### config.mk
export PLATFORM = sky130hd
export DESIGN_NAME = nvh_div
export DESIGN_NICKNAME = d
export VERILOG_FILES = /design/src/hdl/nvh_pkg.sv /design/src/hdl/nvh_div.sv
export SDC_FILE = /design/constraint.sdc
export NUM_CORES = 1
export LEC_CHECK = 0
export ABC_AREA = 1
export BUFFER_PORTS_ARGS = -buffer_cell sky130_fd_sc_hd__buf_2
export CORE_AREA = 2 2 155 157
export CTS_CLUSTER_SIZE = 25
export DETAILED_ROUTE_END_ITERATION = 8
export DIE_AREA = 0 0 157 159
export GPL_ROUTABILITY_DRIVEN = 0
export PLACE_DENSITY = 0.83
export SLEW_MARGIN = 20
export SYNTH_ARGS = -nofsm -noshare
export SYNTH_HDL_FRONTEND = slang
export SYNTH_SLANG_ARGS = --single-unit
### constraint.sdc
create_clock -name clk -period 4.12 [get_ports clk]
set_input_delay 0 -clock clk [delete_from_list [all_inputs] [get_ports clk]]
set_output_delay 0 -clock clk [all_outputs]
set_load 0.02 [all_outputs]
### src/hdl/nvh_pkg.sv
// shared constants and types for the nearest-vertex height interpolator
package nvh_pkg;

    localparam int MAX_VERTICES = 256;
    localparam int IDX_W        = $clog2(MAX_VERTICES);
    localparam int CNT_W        = IDX_W + 1;

    // input item modes
    localparam logic [1:0] MODE_CLEAR  = 2'd0;
    localparam logic [1:0] MODE_APPEND = 2'd1;
    localparam logic [1:0] MODE_QUERY  = 2'd2;

    // configuration register addresses
    localparam logic [0:0] REG_DEGEN = 1'b0;

    // divider request and response
    typedef struct packed {
        logic        start;
        logic [66:0] dividend;
        logic [66:0] divisor;
    } div_req_t;

    typedef struct packed {
        logic        done;
        logic [31:0] quotient;
    } div_rsp_t;

endpackage

### src/hdl/nvh_div.sv
// restoring divider giving a 32-bit fraction, one quotient bit per cycle
module nvh_div
    import nvh_pkg::*;
(
    input  logic     clk,
    input  logic     rst_n,
    input  div_req_t req,
    output div_rsp_t rsp
);

    logic [67:0] rem_reg, rem_next;
    logic [66:0] dsr_reg, dsr_next;
    logic [31:0] q_reg, q_next;
    logic [5:0]  cnt_reg, cnt_next;
    logic        busy_reg, busy_next;
    logic        done_reg, done_next;
    logic [68:0] shifted;
    logic [68:0] trial;

    // one restoring step
    always_comb
    begin
        shifted   = {rem_reg, 1'b0};
        trial     = shifted - {2'b00, dsr_reg};
        rem_next  = rem_reg;
        dsr_next  = dsr_reg;
        q_next    = q_reg;
        cnt_next  = cnt_reg;
        busy_next = busy_reg;
        done_next = 1'b0;
        if (req.start)
        begin
            rem_next  = {1'b0, req.dividend};
            dsr_next  = req.divisor;
            q_next    = '0;
            cnt_next  = '0;
            busy_next = 1'b1;
        end
        else if (busy_reg)
        begin
            if (!trial[68])
            begin
                rem_next = trial[67:0];
                q_next   = {q_reg[30:0], 1'b1};
            end
            else
            begin
                rem_next = shifted[67:0];
                q_next   = {q_reg[30:0], 1'b0};
            end
            cnt_next = cnt_reg + 6'd1;
            if (cnt_reg == 6'd31)
            begin
                busy_next = 1'b0;
                done_next = 1'b1;
            end
        end
    end

    always_ff @(posedge clk or negedge rst_n)
    begin
        if (!rst_n)
        begin
            busy_reg <= 1'b0;
            done_reg <= 1'b0;
            cnt_reg  <= '0;
        end
        else
        begin
            busy_reg <= busy_next;
            done_reg <= done_next;
            cnt_reg  <= cnt_next;
        end
    end

    always_ff @(posedge clk)
    begin
        rem_reg <= rem_next;
        dsr_reg <= dsr_next;
        q_reg   <= q_next;
    end

    assign rsp.done     = done_reg;
    assign rsp.quotient = q_reg;

    // remainder stays below divisor while iterating
    a_rem_bound: assert property (@(posedge clk) disable iff (!rst_n)
        busy_reg && !req.start |-> rem_reg < {1'b0, dsr_reg})
        else $error("divider remainder out of range");
    a_done_one: assert property (@(posedge clk) disable iff (!rst_n)
        done_reg |=> !done_reg)
        else $error("divider done held");
    a_done_after: assert property (@(posedge clk) disable iff (!rst_n)
        done_reg |-> !busy_reg)
        else $error("divider done while busy");

endmodule

# After elaboration in Yosys (flattened, before gate mapping)
# Cells that the tools add are included.
# totals
reg_bits,175
latch_bits,0
ram_bits,0
rom_bits,0
inputBits,137
out_inout_bits,33
word_cells,23
mem_count,0
# op_classes
n_addsub,2
multipliers,0
div_mod_pow,0
order_cmp,0
eq_ne,1
n_shift,0
n_mux,12
n_bitwise,0
reduce_logical,1
# op_table
operator,n
$mux W67,2
$sub A69 B67 Y69,1
$mux W68,1
$mux W6,2
$mux W1,7
$add A6 B1 Y6 const B,1
$eq A6 B5 Y1 const B,1
$reduce_bool A2 Y1,1

# Depth between registers and ports, before layout
# logic_depth
depth_word,4
depth_mapped,20
depth_no_buf,20

# Least setup slack after synthesis
# No wires, ideal clock.
# synth_path
path_type,register to register
startpoint,reg busy_reg
endpoint,reg rem_reg[0] (enable)
setup_ns,0.458
arrival_ns,2.641
t_required_ns,3.662
slack_ns,1.022
path_stages_with_launch,4
n_path_buf,1
period_less_slack_ns,3.098
path_cell_list,dfrtp_1 > nor2_1 > inv_1 > clkbuf_1
# synth_between
elab_chain_len,1
# synth_rtl
item,line,source
"start, declared",nvh_div.sv:15,"logic busy_reg, busy_next;"
"start signal, assigned",nvh_div.sv:70,busy_reg <= busy_next;
$reduce_bool A2 Y1 (no source line),n/a,
"end signal, assigned",nvh_div.sv:78,rem_reg <= rem_next;
"end, declared",nvh_div.sv:11,"logic [67:0] rem_reg, rem_next;"
# Every way passes these cells.
# A chain may end at the register's enable or synchronous reset.

# Worst setup path in the final report
# layout_path
startpoint,reg rem_reg[42]
endpoint,"reg rem_reg[66], data pin"
# layout_between
elab_chain_len,4
# layout_rtl
item,line,source
$sub A69 B67 Y69,nvh_div.sv:24,"trial = shifted - {2'b00, dsr_reg};"
$mux W68,nvh_div.sv:41,if (!trial[68])
$mux W67,nvh_div.sv:39,else if (busy_reg)
$mux W67,nvh_div.sv:31,if (req.start)
named net rem_next[66],nvh_div.sv:11,
# The timed path passes the listed nets, and every way through them passes these cells. The select of a mux whose other input is x is not followed.

==> results_dict.tcl <==
set metrics [dict create \
    crit_path_end_kind "flop" \
    clkTransAtPathRegs_ps 80 \
    synth.avg_cell_area_um2 6.69 \
    crit_chain "ha_1, a21oi_1, nand2_1, a21oi_1, o21ai_1, a21oi_4, nand2_4, nand2_4, nand2_8, nand2_1, nand3_1, nand2_1" \
    clk_path_buf_depth 2 \
    cts-root-buf "clkbuf_16" \
    largest_reg_flops 68 \
    hp-class "input port to flop" \
    hold_violations 0 \
    insertion_delay_ps 460 \
    setup_violations 0 \
    post_drt_via_cell_ratio 5.44 \
    wl_per_cell_um 16.2 \
    drtIter0Drc 1695 \
    worst_slew_pin_slew_ps 920 \
    numCtsBuffers 17 \
    cp-start-kind "flop" \
    final_common_cell "nand2_1" \
    dieArea_mm2 0.0250 \
    cts_resized 0 \
    finalCritPeriodShare_pct 85.8 \
    layout.nets 2541 \
    initial_utilization_pct 59.0 \
    grt-ovfl-total 0 \
    rsz0062_at_grt "no" \
    routed_wl_um 43100 \
    synthesis.area_mm2 0.0137 \
    post-dp-hpwl_um 30600 \
    crit_arrival_ps 3850 \
    timing.fmax_ghz 0.283 \
    async_reset_ff_share_pct 4.57 \
    syn_inst 2045 \
    cpPeakStageDelay_ps 480 \
    layout_common_cells "717 x nand2_1, 394 x inv_1, 175 x nand3_1, 168 x buf_2, 149 x nor2_1" \
    ios 170 \
    yosys_warnings 0 \
    grt_max_degree 68 \
    final_cells 2668 \
    cts_setup_buffers 0 \
    drc 0 \
    cts_sinks 175 \
    antenna_found_initial 0 \
    die_h_um 159 \
    grt_pass1_wl_um 68800 \
    finalCriticalPeriod_ps 3530 \
    dp.cells 2500 \
    dr.pass1.iters 6 \
    syn_nets 2250 \
    nFillCells 1836 \
    synth.distinct_cells 43 \
    critPathRequiredTime_ps 4440 \
    hold_ws_ps 47.3 \
    cap_violations 0 \
    die_w_um 157 \
    fin_tns_setup_ps 0 \
    p_per_area_mw_per_mm2 703 \
    vias 14500 \
    leakage_nw 8.84 \
    ys_seq_area_share_pct 35.7 \
    crit_path_max_fanout 46 \
    slew_violations 0 \
    synth_seq_cells 175 \
    num_rows 56 \
    synth_edf_count 134 \
    critPathKind "flop to flop" \
    h-tree-depth 4 \
    clock_skew_ps 19.7 \
    tritoncts "yes" \
    vdd_ir_drop_max_mv 0.486 \
    synthFlopType "edfxtp_1" \
    antenna_left 0 \
    crit_top_cell "nand2_1" \
    area_growth_pct 22.4 \
    max_slew_margin_pct 38.6 \
    outcome "finished, final reports clean" \
    worst_path_max_delay_cell "nand2_4" \
    grt_pass1_vias 14200 \
    diodes 0 \
    core-area_mm2 0.0232 \
    power.total_mw 11.8 \
    portBuffers 169 \
    drive_gt1_share_pct 11.4 \
    grt_util_all_layers_pct 34.5 \
]
==> Yosys cell counts (16+ instances only) <==
cell      number  share of area, %
o21ai_0       29               1.1
o21bai_1      20               1.1
nand4_1       16              0.73
nor2_1       149               4.1
nor3_1        20              0.73
a21oi_1       84               3.1
ha_1          67               6.1
inv_2         18              0.49
inv_1        395                11
nand3b_1      18              0.99
edfxtp_1     134                29
o22ai_1       30               1.4
dfxtp_1       33               4.8
nand2_1      717                20
nand3_1      175               6.4
xnor2_1       32               2.0
==> final timing paths <==
check | end | slack [ps] | startpoint | cells after the start
setup reg to reg | rem_reg[66] | 590 | rem_reg[42] | 12
setup / recovery | rem_reg[66] | 590 | rem_reg[42] | 12
hold / removal | dsr_reg[42] | 50 | req[134] | 1
hold reg to reg | q_reg[31] | 470 | q_reg[31] | 2
max in group asynchronous | busy_reg | 3260 | rst_n | 3
min in group asynchronous | cnt_reg[0] | 570 | rst_n | 3
==> cell families (layout without fill, tap and decap cells) <==
group	after synthesis	after routing	synth area share [%]
compound gates	177	177	7.37
xor+xnor	33	33	2.11
fa+ha+maj	68	68	6.27
buf+inv	457	761	13.0
flops	175	175	35.7
simple gates	1135	1135	35.5
==> timing repair <==
action | in CTS | in global routing
endpoints found under the setup margin | 0 | 0
hold buffers | 136 | 0
hold endpoints to repair | 142 | 0
==> metrics by stage <==
| step | cell area (um^2) | worst slack (ps) | utilization [%] |
|---|---|---|---|
| final | 16800 | 587 | 72.2 |
| after global routing | 16800 | 469 | 72.2 |
| after CTS | 16800 | 729 | 72.2 |
| after detailed placement | 14800 | 800 | 63.8 |
| after global placement | 14800 | 971 | 63.8 |
| after floorplan | 13700 | 1020 | - |
==> per-layer routing <==
layer,wire length [um],vias up,GRT usage (%)
li1,-,6997,-
met1,17100,6442,44.1
met2,19200,904,55.4
met3,4990,158,8.68
met4,1780,0,14.6
met5,0,-,0
==> critical path: cells and delay by family (launching register included) <==
family / cells / cell delay, ps
AO/OA/AOI/OAI: 4 / 1010
adder cells (fa/ha/maj): 1 / 420
AND/OR/NAND/NOR: 7 / 1530
flip-flops: 1 / 400
==> layout make-up <==
class | count | area [um^2] | share of cell area, %
clock inverter | 14 | 156 | 0.934
sequential | 175 | 4880 | 29.2
inverter | 417 | 1570 | 9.35
clock buffer | 18 | 450 | 2.69
timing repair buffer | 312 | 2270 | 13.6
tap | 319 | 399 | 2.38
multi-input combinational | 1413 | 7020 | 41.9
==> where the power goes <==
part | internal (mW) | leakage [nW] | total, mW | switching, mW
combinational | 2.44 | 6.79 | 7.38 | 4.94
sequential | 2.44 | 1.75 | 2.69 | 0.254
clock | 0.859 | 0.301 | 1.71 | 0.853
Note: power is estimated with default switching activity, not from simulation.
